## config.mk

```make
export PLATFORM = sky130hd
export DESIGN_NAME = irc_message_field_tagger_core
export DESIGN_NICKNAME = d
export VERILOG_FILES = /design/src/rtl/irc_mft_pkg.sv /design/src/rtl/irc_message_field_tagger_core.sv
export SDC_FILE = /design/constraint.sdc
export NUM_CORES = 1
export LEC_CHECK = 0
export BUFFER_PORTS_ARGS = -buffer_cell sky130_fd_sc_hd__buf_4
export CAP_MARGIN = 20
export CORE_MARGIN = 5
export CORE_UTILIZATION = 30
export CTS_BUF_LIST = sky130_fd_sc_hd__clkbuf_16
export CTS_CLUSTER_SIZE = 14
export DETAILED_ROUTE_END_ITERATION = 8
export PLACE_DENSITY = 0.45
export SLEW_MARGIN = 5
export SYNTH_ARGS = -nofsm -noshare
export SYNTH_HDL_FRONTEND = slang
export SYNTH_SLANG_ARGS = --single-unit
```

## constraint.sdc

```tcl
create_clock -name clk -period 3 [get_ports clk]
set_input_delay 0.6 -clock clk [delete_from_list [all_inputs] [get_ports clk]]
set_output_delay 0.6 -clock clk [all_outputs]
set_load 0.02 [all_outputs]
```

## src/rtl/irc_mft_pkg.sv

```systemverilog
// Shared types and codes for the IRC message field tagger.
package irc_mft_pkg;

    // Largest number of parameters that one message may carry.
    localparam int MAX_PARAMS = 15;
    localparam int PARAMS_W   = 5;

    // Token kinds from the lexer.
    localparam logic [2:0] TOK_COLON = 3'd0;
    localparam logic [2:0] TOK_SPACE = 3'd1;
    localparam logic [2:0] TOK_EOL   = 3'd2;
    localparam logic [2:0] TOK_DIGIT = 3'd3;
    localparam logic [2:0] TOK_ALPHA = 3'd4;
    localparam logic [2:0] TOK_OTHER = 3'd5;
    localparam logic [2:0] TOK_EOI   = 3'd6;
    localparam logic [2:0] TOK_SPARE = 3'd7;

    // Roles given to each token.
    localparam logic [2:0] ROLE_PREFIX  = 3'd0;
    localparam logic [2:0] ROLE_COMMAND = 3'd1;
    localparam logic [2:0] ROLE_PARAM   = 3'd2;
    localparam logic [2:0] ROLE_DELIM   = 3'd3;
    localparam logic [2:0] ROLE_END     = 3'd4;
    localparam logic [2:0] ROLE_IGNORED = 3'd5;

    // Error codes.
    localparam logic [2:0] ERR_NONE     = 3'd0;
    localparam logic [2:0] ERR_BAD_CMD  = 3'd1;
    localparam logic [2:0] ERR_CODE_LEN = 3'd2;
    localparam logic [2:0] ERR_TOO_MANY = 3'd3;
    localparam logic [2:0] ERR_NO_CMD   = 3'd4;

    localparam logic [3:0] DIGIT_MAX    = 4'd9;
    localparam logic [2:0] CODE_DIGITS  = 3'd3;
    localparam logic [2:0] CMD_LEN_MAX  = 3'd7;

    typedef struct packed {
        logic [2:0] token_kind;
        logic [3:0] digit_value;
    } token_t;

    typedef struct packed {
        logic [2:0] role;
        logic [3:0] param_index;
        logic       command_is_numeric;
        logic [9:0] command_code;
        logic [3:0] param_total;
        logic [2:0] error_code;
        logic       last;
    } result_t;

endpackage

```

## src/rtl/irc_message_field_tagger_core.sv

```systemverilog
// Top level of the IRC message field tagger: token register, tagging logic, result register.
//
//   Channel  Direction  Handshake                   Payload
//   token    in         token_valid / token_stall   token  (token_t)
//   result   out        result_valid / result_stall result (result_t)
//
// One token is accepted per cycle while token_stall is low; each gives exactly one result beat, held first in
// the input register and then in the result register. The per-message state (phase, command, parameter count)
// is updated as the token leaves the input register, so back-to-back tokens see each other's effect without a bubble.
// Reset returns the block to the start of a message with both registers empty.
// A stalled result holds the input register, and token_stall rises only when it is full.
module irc_message_field_tagger_core
    import irc_mft_pkg::*;
(
    input  logic    clk,
    input  logic    rst_n,
    input  logic    token_valid,
    output logic    token_stall,
    input  token_t  token,
    output logic    result_valid,
    input  logic    result_stall,
    output result_t result
);

    typedef enum logic [1:0] {
        PH_START,
        PH_PREFIX,
        PH_COMMAND,
        PH_PARAM
    } phase_t;

    typedef enum logic [1:0] {
        CMD_NONE,
        CMD_NUMERIC,
        CMD_NAME
    } cmd_kind_t;

    token_t    tok_reg;
    logic      tok_valid_reg, tok_valid_next;
    result_t   result_reg, result_next;
    logic      result_valid_reg;

    phase_t    phase_reg, phase_next;
    cmd_kind_t cmd_kind_reg, cmd_kind_next;
    logic [9:0] code_reg, code_next;
    logic [2:0] cmd_len_reg, cmd_len_next;
    logic [PARAMS_W-1:0] params_reg, params_next;
    logic      at_start_reg, at_start_next;
    logic      trailing_reg, trailing_next;
    logic      hold_reg, hold_next;

    logic       advance;
    logic       take;
    logic [2:0] kind;
    logic [3:0] digit;
    logic       eom;
    logic       clear;
    logic       do_cmd;
    logic [2:0] close_err;
    cmd_kind_t  first_kind;
    logic [13:0] acc_wide;

    assign advance     = !result_valid_reg || !result_stall;
    assign token_stall = tok_valid_reg && !advance;
    assign take        = token_valid && !token_stall;

    assign result_valid = result_valid_reg;
    assign result       = result_reg;

    always_comb
    begin
        tok_valid_next = tok_valid_reg;
        if (take)
        begin
            tok_valid_next = 1'b1;
        end
        else if (advance)
        begin
            tok_valid_next = 1'b0;
        end
    end

    // Token cleanup: the spare kind counts as an other character, digits clamp at nine.
    assign kind  = (tok_reg.token_kind == TOK_SPARE) ? TOK_OTHER : tok_reg.token_kind;
    assign digit = (tok_reg.digit_value > DIGIT_MAX) ? DIGIT_MAX : tok_reg.digit_value;
    assign eom   = (kind == TOK_EOL) || (kind == TOK_EOI);

    assign close_err  = (cmd_kind_reg == CMD_NONE) ? ERR_NO_CMD :
                        ((cmd_kind_reg == CMD_NUMERIC) && (cmd_len_reg != CODE_DIGITS)) ?
                        ERR_CODE_LEN : ERR_NONE;
    assign first_kind = (kind == TOK_DIGIT) ? CMD_NUMERIC : CMD_NAME;
    assign acc_wide   = 14'(code_reg) * 14'd10 + 14'(digit);

    always_comb
    begin
        phase_next    = phase_reg;
        cmd_kind_next = cmd_kind_reg;
        code_next     = code_reg;
        cmd_len_next  = cmd_len_reg;
        params_next   = params_reg;
        at_start_next = at_start_reg;
        trailing_next = trailing_reg;
        hold_next     = hold_reg;
        clear         = 1'b0;
        do_cmd        = 1'b0;

        result_next.role        = ROLE_IGNORED;
        result_next.param_index = 4'd0;
        result_next.error_code  = ERR_NONE;
        result_next.last        = 1'b0;

        if (hold_reg)
        begin
            if (eom)
            begin
                result_next.role = ROLE_END;
                result_next.last = 1'b1;
                clear            = 1'b1;
            end
        end
        else
        begin
            case (phase_reg)
                PH_START:
                begin
                    if (kind == TOK_EOI)
                    begin
                        result_next.role = ROLE_IGNORED;
                    end
                    else if (kind == TOK_COLON)
                    begin
                        phase_next       = PH_PREFIX;
                        result_next.role = ROLE_DELIM;
                    end
                    else
                    begin
                        phase_next = PH_COMMAND;
                        do_cmd     = 1'b1;
                    end
                end
                PH_PREFIX:
                begin
                    if (eom)
                    begin
                        result_next.role = ROLE_END;
                        result_next.last = 1'b1;
                        clear            = 1'b1;
                    end
                    else if (kind == TOK_SPACE)
                    begin
                        phase_next       = PH_COMMAND;
                        result_next.role = ROLE_DELIM;
                    end
                    else
                    begin
                        result_next.role = ROLE_PREFIX;
                    end
                end
                PH_COMMAND:
                begin
                    do_cmd = 1'b1;
                end
                PH_PARAM:
                begin
                    if (eom)
                    begin
                        if (!at_start_reg)
                        begin
                            params_next = params_reg + PARAMS_W'(1);
                        end
                        result_next.role = ROLE_END;
                        result_next.last = 1'b1;
                        clear            = 1'b1;
                    end
                    else if ((kind == TOK_SPACE) && !trailing_reg)
                    begin
                        if (!at_start_reg)
                        begin
                            params_next   = params_reg + PARAMS_W'(1);
                            at_start_next = 1'b1;
                        end
                        result_next.role = ROLE_DELIM;
                    end
                    else if (at_start_reg && (params_reg >= PARAMS_W'(MAX_PARAMS)))
                    begin
                        result_next.role       = ROLE_IGNORED;
                        result_next.error_code = ERR_TOO_MANY;
                        hold_next              = 1'b1;
                    end
                    else if (at_start_reg && (kind == TOK_COLON) && !trailing_reg)
                    begin
                        at_start_next    = 1'b0;
                        trailing_next    = 1'b1;
                        result_next.role = ROLE_DELIM;
                    end
                    else
                    begin
                        at_start_next           = 1'b0;
                        result_next.role        = ROLE_PARAM;
                        result_next.param_index = params_reg[3:0];
                    end
                end
                default:
                begin
                    phase_next = PH_START;
                end
            endcase

            if (do_cmd)
            begin
                if ((kind == TOK_SPACE) || eom)
                begin
                    if (eom)
                    begin
                        result_next.role       = ROLE_END;
                        result_next.last       = 1'b1;
                        result_next.error_code = close_err;
                        clear                  = 1'b1;
                    end
                    else if (close_err != ERR_NONE)
                    begin
                        result_next.role       = ROLE_IGNORED;
                        result_next.error_code = close_err;
                        hold_next              = 1'b1;
                    end
                    else
                    begin
                        phase_next       = PH_PARAM;
                        at_start_next    = 1'b1;
                        result_next.role = ROLE_DELIM;
                    end
                end
                else
                begin
                    if (cmd_kind_reg == CMD_NONE)
                    begin
                        cmd_kind_next = first_kind;
                    end
                    if (((cmd_kind_next == CMD_NUMERIC) && (kind != TOK_DIGIT)) ||
                        ((cmd_kind_next == CMD_NAME) && (kind != TOK_ALPHA)))
                    begin
                        result_next.role       = ROLE_IGNORED;
                        result_next.error_code = ERR_BAD_CMD;
                        hold_next              = 1'b1;
                    end
                    else
                    begin
                        if ((cmd_kind_next == CMD_NUMERIC) && (cmd_len_reg < CODE_DIGITS))
                        begin
                            code_next = acc_wide[9:0];
                        end
                        if (cmd_len_reg < CMD_LEN_MAX)
                        begin
                            cmd_len_next = cmd_len_reg + 3'd1;
                        end
                        result_next.role = ROLE_COMMAND;
                    end
                end
            end
        end

        // The beat reports the state as it stands after this token, before a message end clears it.
        result_next.command_is_numeric = (cmd_kind_next == CMD_NUMERIC);
        result_next.command_code       = code_next;
        result_next.param_total        = params_next[3:0];

        if (clear)
        begin
            phase_next    = PH_START;
            cmd_kind_next = CMD_NONE;
            code_next     = 10'd0;
            cmd_len_next  = 3'd0;
            params_next   = '0;
            at_start_next = 1'b1;
            trailing_next = 1'b0;
            hold_next     = 1'b0;
        end
    end

    always_ff @(posedge clk or negedge rst_n)
    begin
        if (!rst_n)
        begin
            tok_valid_reg    <= 1'b0;
            result_valid_reg <= 1'b0;
            result_reg       <= '0;
            phase_reg        <= PH_START;
            cmd_kind_reg     <= CMD_NONE;
            code_reg         <= 10'd0;
            cmd_len_reg      <= 3'd0;
            params_reg       <= '0;
            at_start_reg     <= 1'b1;
            trailing_reg     <= 1'b0;
            hold_reg         <= 1'b0;
        end
        else
        begin
            tok_valid_reg <= tok_valid_next;
            if (advance)
            begin
                result_valid_reg <= tok_valid_reg;
            end
            if (tok_valid_reg && advance)
            begin
                result_reg   <= result_next;
                phase_reg    <= phase_next;
                cmd_kind_reg <= cmd_kind_next;
                code_reg     <= code_next;
                cmd_len_reg  <= cmd_len_next;
                params_reg   <= params_next;
                at_start_reg <= at_start_next;
                trailing_reg <= trailing_next;
                hold_reg     <= hold_next;
            end
        end
    end

    always_ff @(posedge clk)
    begin
        if (take)
        begin
            tok_reg <= token;
        end
    end

`ifndef SYNTHESIS
    a_hold_quiet: assert property (@(posedge clk) disable iff (!rst_n)
        (tok_valid_reg && advance && hold_reg) |=>
        ((result_reg.role == ROLE_IGNORED) || (result_reg.role == ROLE_END)))
        else $error("token after an error was not ignored");

    a_error_role: assert property (@(posedge clk) disable iff (!rst_n)
        (result_valid_reg && (result_reg.error_code != ERR_NONE)) |->
        ((result_reg.role == ROLE_IGNORED) || (result_reg.role == ROLE_END)))
        else $error("error reported on a tagged character");

    a_end_clears: assert property (@(posedge clk) disable iff (!rst_n)
        (tok_valid_reg && advance && result_next.last) |=>
        ((phase_reg == PH_START) && (params_reg == '0) && !hold_reg))
        else $error("message end did not clear the message state");

    a_param_limit: assert property (@(posedge clk) disable iff (!rst_n)
        params_reg <= PARAMS_W'(MAX_PARAMS))
        else $error("parameter count passed its limit");

    a_trailing_open: assert property (@(posedge clk) disable iff (!rst_n)
        trailing_reg |-> !at_start_reg)
        else $error("trailing parameter marked as not started");
`endif

endmodule
```

==> results by group, run 1 <==
Setup path
  • Reg2Reg Depth: 9
  • Critical Path Source: code_reg[1]$_DFFE_PN0P_
  • Critical R2R Capture: result[17]$_DFFE_PN0P_
  • CP startpoint kind: register
  • Data required, critical path: 3200 ps
  • Crit. End Element: register
  • Crit Path Max Fanout: 5
  • Setup CP Type: register to register
  • R2R setup slack: 230 ps
  • Crit path capture: result[17]$_DFFE_PN0P_
  • FF-to-FF Start: code_reg[1]$_DFFE_PN0P_
  • Arrival @ worst endpoint: 2970 ps

Power
  • Leakage: 1.91 nW
  • Power per cell area: 776 mW/mm2
  • Maximum vdd drop: 0.303 mV

Clocking
  • Clk pin slew, worst setup/hold paths: 50 ps
  • Clk Latency, worst-skew pair: 340 ps
  • Num CTS Buffers: 9
  • H-Tree Depth: 3
  • CTS Buffer Depth: 2
  • CTS tree: built
  • Clock root buffer: clkbuf_16
  • Post-CTS sizing: 0
  • CTS Hold Bufs: 0
  • Clock sink count: 60
  • Post-CTS Setup Bufs: 0

Run status
  • Outcome: finished, final reports clean

Yosys
  • Cell Area, Synth: 0.00356 mm2
  • Warnings, synthesis: 0
  • Prevailing post-synth register cell: dfrtp_1
  • Register area share after synthesis: 43.2%
  • Top cells by area, synth: dfrtp_1 (37%), ha_1 (6.3%), o21ai_0 (6.2%)
  • Avg Synthesized Cell Area: 9.37 um2
  • Mapped Nets: 411
  • Library cells used by synthesis: 60
  • FFs w/ async S/R, synth: 88.3%
  • Seq cells post-synth: 60
  • Top-count cell post-synth: dfrtp_1
  • List of most frequent post-synthesis cells: dfrtp_1 (52), nand2_1 (51), o21ai_0 (44)
  • Number of flops mapped to enable cells by yosys: 7
  • Yosys top cell area share: 36.5%
  • Syn Inst Count: 380
  • Cell taking the most area after synthesis: dfrtp_1

Timing
  • Setup violators final: 0
  • Slew HR: 52.8%
  • Final hold viol count: 0
  • Worst Skew: 7.48 ps
  • Unrepaired setup endpoints after global routing: false
  • Fin. max-slew vios: 0
  • Tmin final: 2770 ps
  • Final Cycle Share: 92.5%
  • Max frequency: 360 MHz
  • Slew at the pin with the worst max-slew slack: 708 ps
  • TNS Setup: 0 ps

Routing
  • DR vias: 2988
  • DR WL/cell: 16.2 um
  • Vias per inst: 5.26
  • Initial drt markers: 112
  • Post-route ant nets: 0
  • DR DRC count: 0
  • Total wire length: 9210 um
  • Pre-antenna DRT Iters: 4

Global routing
  • First-pass GRT wire length: 15500 um
  • Remaining global-route overflow: 0
  • Largest net degree at the start of global routing: 54
  • Initial antenna violation count: 0
  • Gr usage total: 13.6%
  • Vias in the first global route: 2986

Hold path
  • Hold crit path type: input port to asynchronous set/reset pin

Placement
  • DP HPWL: 6650 um
  • IO Port Bufs: 38
  • Routability Congestion: 0.882
  • Placed insts: 552

Die
  • Die ar.: 0.0142 mm2
  • # rows: 39
  • Ports: 39
  • Height of the die: 119 um
  • Core area: 0.0115 mm2
  • Chip width: 119 um
  • Initial Util: 30.9%

Finish
  • # nets final: 451
  • Ant diodes: 0
  • Non-Filler Instances: 568
  • Number of flip-flops in the largest register: 26
  • Proportion of layout cells with a drive suffix above 1: 17.6%
  • Area growth, synth to finish: 22.4%

Run
  • Max_cap viols: 0
==> stage by stage <==
step                area (um2)  setup slack (ps)  total power [mW]  util [%]  hold WS (ps)
finish                    4360               226              3.39      37.9           319
floorplan                 3560               401              1.92         -           304
global route              4360              14.1              3.61      37.9           387
CTS                       4340               169              3.42      37.7           354
detailed placement        4030               190              2.31      35.0           476
global placement          4030               233              2.30      35.0           466
==> where the power goes <==
group	switching (mW)	internal, mW	leakage [nW]	total [mW]
registers	0.228	0.987	0.769	1.21
clock network	0.373	0.716	0.155	1.09
logic	0.614	0.469	0.990	1.08
total	1.21	2.17	1.91	3.39
==> cells in the final DEF (no fill, tap or decap), types with 2 or more instances in the layout <==
master / instances
nor3_1: 2
dfrtp_1: 52
and2_1: 4
clkbuf_16: 9
a21o_1: 5
a32o_1: 5
nand3_1: 6
o21ai_0: 44
nand2_1: 51
nor4_1: 3
o41ai_1: 3
xor2_1: 5
a22o_1: 10
bufinv_16: 2
nor3b_1: 3
nand2b_1: 7
inv_1: 14
o21ai_1: 3
buf_4: 52
a21oi_1: 18
ha_1: 18
nand3b_1: 2
a211oi_1: 4
xnor2_1: 9
fa_1: 2
o22ai_1: 3
edfxtp_1: 7
a221oi_1: 2
nor2_1: 24
mux2i_1: 9
o21a_1: 3
o221ai_1: 2
nor2b_1: 5
o21ba_2: 2
a31oi_1: 5
==> logic make-up after synthesis <==
logic type / synth area share [%]
DFF: 43.2
buffers and inverters: 4.00
adders and majority gates: 7.45
AOI/OAI and AO/OA: 23.6
and+or+nand+nor: 15.6
muxes: 2.53
xor gates and xnor gates: 3.69
==> per-layer routing <==
layer  track usage [%]  wire length, um  vias up
met4              6.52              198        0
met3              3.27              436       12
met5                 0                0        -
li1                  -                -     1462
met2              21.1             4230       67
met1              17.9             4350     1447
==> worst min-delay path by stage <==
stage / cells past startpoint / endpoint / startpoint
6_report: 1 / result[20]$_DFFE_PN0P_ / rst_n
5_1_grt: 1 / result[1]$_DFFE_PN0P_ / rst_n
4_1_cts: 1 / result[1]$_DFFE_PN0P_ / rst_n
3_5_place_dp: 2 / code_reg[9]$_DFFE_PN0P_ / code_reg[9]$_DFFE_PN0P_
3_3_place_gp: 2 / code_reg[9]$_DFFE_PN0P_ / code_reg[9]$_DFFE_PN0P_
2_1_floorplan: 0 / cmd_kind_reg[0]$_DFFE_PN0P_ / rst_n
==> critical path: stages, from the launching register on <==
cell and delay [ps]:
dfrtp_1 420, ha_1 310, ha_1 220, fa_1 450, xor2_2 220, o2111ai_1 230
nor4_2 290, xor2_1 190, xnor2_1 160, o221ai_1 130
==> final cells by class <==
| cell class | count | area (um2) |
|---|---|---|
| Clock inverter | 7 | 83.8 |
| Sequential cell | 60 | 1540 |
| Tap cell | 143 | 179 |
| Inverter | 12 | 45.0 |
| Multi-Input combinational cell | 285 | 1900 |
| Timing Repair Buffer | 52 | 390 |
| Fill cell | 1179 | 7150 |
| Clock buffer | 9 | 225 |
Power figures use the tool's default switching activity.
==> inputs of run 2 (changes only) <==
Settings changed: BUFFER_PORTS_ARGS -buffer_cell sky130_fd_sc_hd__buf_4 to unset, DONT_BUFFER_PORTS set to 1, PLACE_DENSITY 0.45 to 0.43.
==> run 2 against run 1 <==
Net effect: global-route usage rose by 0.16 points; cell count shrank 6.7%; count of clock-buffer cells in the layout unchanged; sequential power up 6%; critical path depth unchanged; first-iteration DRC count rose by 25%.
==> results by group, run 2 (synthesized netlist as in run 1, its figures left out) <==
Finish
  • Proportion of layout cells with a drive suffix above 1: 9.30%
  • Footprint of the multi-input gates: 0.00189 mm2
  • Area growth, synth to finish: 14.0%
  • FILL cells: 1212
  • # nets final: 413
  • Most frequent cells in the layout: dfrtp_1 (52), nand2_1 (50), o21ai_0 (44), nor2_1 (24)
  • Register area: 0.00154 mm2
  • Ant diodes: 0
  • Commonest non-fill, non-tap cell in the layout: dfrtp_1
  • Number of flip-flops in the largest register: 26
  • Non-Filler Instances: 530

Clocking
  • CTS Buffer Depth: 2
  • Clk Latency, worst-skew pair: 340 ps
  • Post-CTS Setup Bufs: 0
  • Clock sink count: 60
  • Clk pin slew, worst setup/hold paths: 50 ps
  • CTS tree: built
  • H-Tree Depth: 3
  • Num CTS Buffers: 9
  • Clock root buffer: clkbuf_16

Global routing
  • First-pass GRT wire length: 15300 um
  • Initial antenna violation count: 0
  • Vias in the first global route: 2930
  • Gr usage total: 13.8%
  • Remaining global-route overflow: 0
  • Largest net degree at the start of global routing: 53

Timing
  • Setup violators final: 0
  • Unrepaired setup endpoints after global routing: false
  • TNS Setup: 0 ps
  • Fin worst setup slack: 210 ps
  • Fin. max-slew vios: 0
  • Tmin final: 2790 ps
  • Max frequency: 358 MHz
  • Final hold viol count: 0
  • Worst Skew: 5.26 ps
  • Slew at the pin with the worst max-slew slack: 581 ps
  • Final Cycle Share: 93.0%
  • Slew HR: 61.2%

Setup path
  • FF-to-FF Start: code_reg[1]$_DFFE_PN0P_
  • Data required, critical path: 3200 ps
  • Crit. End Element: register
  • Critical Path Source: code_reg[1]$_DFFE_PN0P_
  • CP startpoint kind: register
  • R2R setup slack: 210 ps
  • Reg2Reg Depth: 9
  • Critical R2R Capture: result[17]$_DFFE_PN0P_
  • Crit Path Max Fanout: 5
  • Arrival @ worst endpoint: 2990 ps
  • Crit path capture: result[17]$_DFFE_PN0P_
  • Setup CP Type: register to register

Hold path
  • Hold crit path type: input port to asynchronous set/reset pin

Die
  • Height of the die: 119 um
  • Die ar.: 0.0142 mm2
  • Core area: 0.0115 mm2
  • Chip width: 119 um
  • # rows: 39
  • Ports: 39
  • Initial Util: 30.9%

Routing
  • DR vias: 2830
  • Initial drt markers: 140
  • Total wire length: 9260 um
  • Vias per inst: 5.34
  • Pre-antenna DRT Iters: 4
  • DR WL/cell: 17.5 um
  • DR DRC count: 0
  • Post-route ant nets: 0

Power
  • P_sw: 1.18 mW
  • Internal power: 2.00 mW
  • Combinational Power Share: 28.3%
  • Power per cell area: 783 mW/mm2
  • Overall Power: 3.18 mW
  • Sequential Power Share: 40.4%
  • Leakage: 1.71 nW
  • Maximum vdd drop: 0.314 mV
  • Clock power share: 31.4%
  • Sw Ratio: 37.0%

Placement
  • IO Port Bufs: 0
  • Routability Congestion: 0.893
  • Placed insts: 513
  • DP HPWL: 6520 um
  • Post-place setup slack: 214 ps

Run status
  • Outcome: finished, final reports clean

Run
  • Max_cap viols: 0
[run 2: power groups by stage]
| stage | Sequential (mW) | Combinational [mW] | Clock [mW] |
|---|---|---|---|
| final | 1.28 | 0.899 | 0.997 |
| after detailed placement | 1.30 | 0.881 | 0 |
| after floorplan | 1.19 | 0.734 | 0 |
| after global placement | 1.31 | 0.878 | 0 |
| after global routing | 1.32 | 1.02 | 1.08 |
| after CTS | 1.29 | 0.907 | 1.04 |
[run 2: how the worst min path moves through the flow]
stage | from | to | slack (ps) | cells past startpoint
after floorplan | rst_n | cmd_kind_reg[0]$_DFFE_PN0P_ | 300 | 0
after global placement | rst_n | result[20]$_DFFE_PN0P_ | 310 | 0
after detailed placement | rst_n | result[20]$_DFFE_PN0P_ | 310 | 0
after CTS | rst_n | at_start_reg$_DFFE_PN1P_ | 90 | 0
after global routing | rst_n | at_start_reg$_DFFE_PN1P_ | 80 | 0
final | rst_n | at_start_reg$_DFFE_PN1P_ | 100 | 0
[run 2: layout make-up]
class / count / area share, %
repair buffers: 14 / 3.08
well taps: 143 / 4.41
clock inverters: 7 / 1.45
flip-flops and latches: 60 / 37.9
clock buffers: 9 / 5.55
multi-input cells: 285 / 46.5
inverters: 12 / 1.11
[run 2: timing repair]
item,CTS,global route
resized for setup,0,1
endpoints found under the setup margin,0,2
hold endpoints to repair,52,0
hold buffers,1,0
[run 2: critical path: stages (launching register included)]
cell and delay, ps:
dfrtp_1 420, ha_1 310, ha_1 230, fa_1 430, xor2_1 190, o2111ai_1 220
nor4_1 360, xor2_1 210, xnor2_1 150, o221ai_1 120
[run 2: routing by layer]
layer	up-vias	part of all wire, %	GRT usage, %
li1	1391	-	-
met1	1373	46	16.9
met2	55	49	22.6
met3	11	4.0	4.69
met4	0	1.3	4.92
met5	-	0	0
[run 2: per-stage QoR]
step	utilization, %	instance area, um2	hold WS (ps)
4_1_cts	35.2	4060	86.4
3_5_place_dp	32.5	3740	306
3_3_place_gp	32.5	3740	306
6_report	35.3	4060	102
2_1_floorplan	-	3560	304
5_1_grt	35.3	4060	76.4
==> inputs of run 3 (changes only) <==
==> constraint.sdc (replaced) <==
create_clock -name clk -period 3 [get_ports clk]
set_input_delay 0.15 -clock clk [delete_from_list [all_inputs] [get_ports clk]]
set_output_delay 0.15 -clock clk [all_outputs]
set_load 0.02 [all_outputs]
==> run 3 against run 2 <==
Net effect: global-route usage increased by 0.45 points; clock skew is 1.6 ps higher; flip-flop and latch count did not move; routed wire length rose by 0.57%; cell count increased by 1.7%; count of clock-buffer cells in the layout did not move; non-clock buffer count up 9; register-to-register slack better by 60 ps.
==> results by group, run 3 (synthesized netlist as in run 1, its figures left out) <==
Timing
  • Fin worst setup slack: 269 ps
  • Unrepaired setup endpoints after global routing: false
  • TNS Setup: 0 ps
  • Tmin final: 2730 ps
  • Max frequency: 366 MHz
  • Final Cycle Share: 91.0%
  • Fin Hold WS: 15.3 ps
  • Setup violators final: 0
  • Slew HR: 59.0%
  • Final hold viol count: 0
  • Worst Skew: 6.84 ps
  • Slew at the pin with the worst max-slew slack: 615 ps
  • Fin. max-slew vios: 0

Setup path
  • Crit Path Max Fanout: 5
  • Reg2Reg Depth: 9
  • CP cell instances: ha_1 -> ha_1 -> fa_1 -> xor2_1 -> o2111ai_1 -> nor4_2 -> xor2_1 -> xnor2_1 -> o221ai_1
  • Setup CP Type: register to register
  • CP startpoint kind: register
  • Crit. End Element: register
  • Arrival @ worst endpoint: 2920 ps
  • FF-to-FF Start: code_reg[1]$_DFFE_PN0P_
  • Critical R2R Capture: result[17]$_DFFE_PN0P_
  • Worst path max stage delay: 430 ps
  • R2R setup slack: 270 ps
  • Slowest CP cell: dfrtp_1
  • Data required, critical path: 3190 ps

Clocking
  • Clock root buffer: clkbuf_16
  • Clk pin slew, worst setup/hold paths: 50 ps
  • Num CTS Buffers: 9
  • H-Tree Depth: 3
  • Post-CTS Setup Bufs: 0
  • CTS tree: built
  • Clock sink count: 60
  • CTS Buffer Depth: 2
  • Clk Latency, worst-skew pair: 330 ps

Routing
  • Post-route ant nets: 0
  • DR DRC count: 0
  • Initial drt markers: 163
  • DR WL/cell: 17.3 um
  • Vias per inst: 5.26
  • Pre-antenna DRT Iters: 4
  • DR vias: 2833
  • Total wire length: 9310 um

Placement
  • DP HPWL: 6490 um
  • Routability Congestion: 0.920
  • Placed insts: 512
  • Post-place setup slack: 169 ps
  • IO Port Bufs: 0

Global routing
  • GR Layer Usage met3: 4.60%
  • GRT busiest layer: met2
  • Vias in the first global route: 2995
  • Largest net degree at the start of global routing: 54
  • Initial antenna violation count: 0
  • Gr usage total: 14.2%
  • Met1 Usage GRT: 17.3%
  • First-pass GRT wire length: 15900 um
  • Met2 Usage GRT: 24.1%
  • Remaining global-route overflow: 0

Power
  • Power per cell area: 749 mW/mm2
  • Leakage: 1.74 nW
  • Maximum vdd drop: 0.309 mV

Finish
  • Non-Filler Instances: 539
  • Ant diodes: 0
  • Most frequent cells in the layout: dfrtp_1 (52), nand2_1 (50), o21ai_0 (44), nor2_1 (24)
  • Proportion of layout cells with a drive suffix above 1: 8.33%
  • Commonest non-fill, non-tap cell in the layout: dfrtp_1
  • Post-layout util: 35.8%
  • Area growth, synth to finish: 15.9%
  • # nets final: 422
  • Number of flip-flops in the largest register: 26

Die
  • Ports: 39
  • Initial Util: 30.9%
  • # rows: 39
  • Core area: 0.0115 mm2
  • Chip width: 119 um
  • Height of the die: 119 um
  • Die ar.: 0.0142 mm2

Hold path
  • Worst Hold End: tok_valid_reg$_DFFE_PN0P_
  • Hold crit path type: input port to register
  • Hold Path Origin: result_stall
  • Hold Crit Depth: 2

Run
  • Max_cap viols: 0

Run status
  • Outcome: finished, final reports clean
-- run 3: where the power goes --
part           switching (mW)  leakage [nW]  internal (mW)  total (mW)
combinational           0.519         0.837          0.393       0.912
clock                   0.352         0.132          0.538       0.889
sequential              0.304         0.769          0.987        1.29
total                    1.17          1.74           1.92        3.09
-- run 3: worst max-delay path: cells and delay by family, from the launching register on --
family	cells	cell delay, ps
adders and majority gates	3	970
and+or+nand+nor	1	300
xor gates and xnor gates	3	540
AOI/OAI and AO/OA	2	340
DFF	1	430
-- run 3: per-stage QoR --
stage,power [mW],cell area [um2]
3_3_place_gp,2.18,3740
5_1_grt,3.33,4130
4_1_cts,3.13,4120
3_5_place_dp,2.18,3740
6_report,3.09,4130
2_1_floorplan,1.92,3560
-- run 3: area by class of cell --
class,instances,area [um2]
Clock buffer,9,225
Clock inverter,7,27.5
Fill cell,1190,7390
Inverter,12,45.0
Multi-Input combinational cell,285,1900
Sequential cell,60,1540
Tap cell,143,179
Timing Repair Buffer,23,218
-- run 3: how the worst max path moves through the flow --
stage                       startpoint                      to
2_1_floorplan  code_reg[1]$_DFFE_PN0P_  result[17]$_DFFE_PN0P_
3_3_place_gp   code_reg[1]$_DFFE_PN0P_  result[17]$_DFFE_PN0P_
3_5_place_dp   code_reg[1]$_DFFE_PN0P_  result[17]$_DFFE_PN0P_
4_1_cts        code_reg[1]$_DFFE_PN0P_  result[17]$_DFFE_PN0P_
5_1_grt        code_reg[1]$_DFFE_PN0P_  result[17]$_DFFE_PN0P_
6_report       code_reg[1]$_DFFE_PN0P_  result[17]$_DFFE_PN0P_
-- run 3: layer usage --
layer,up-vias,wire [um]
met5,-,0
met1,1369,4230
met2,46,4640
met4,0,94
li1,1410,-
met3,8,351
-- run 3: repair_timing --
action                                 4_1_cts  5_1_grt
hold buffers                                11        0
setup endpoints to repair                    0        2
gates resized for setup                      0        2
endpoints found under the hold margin       62        0
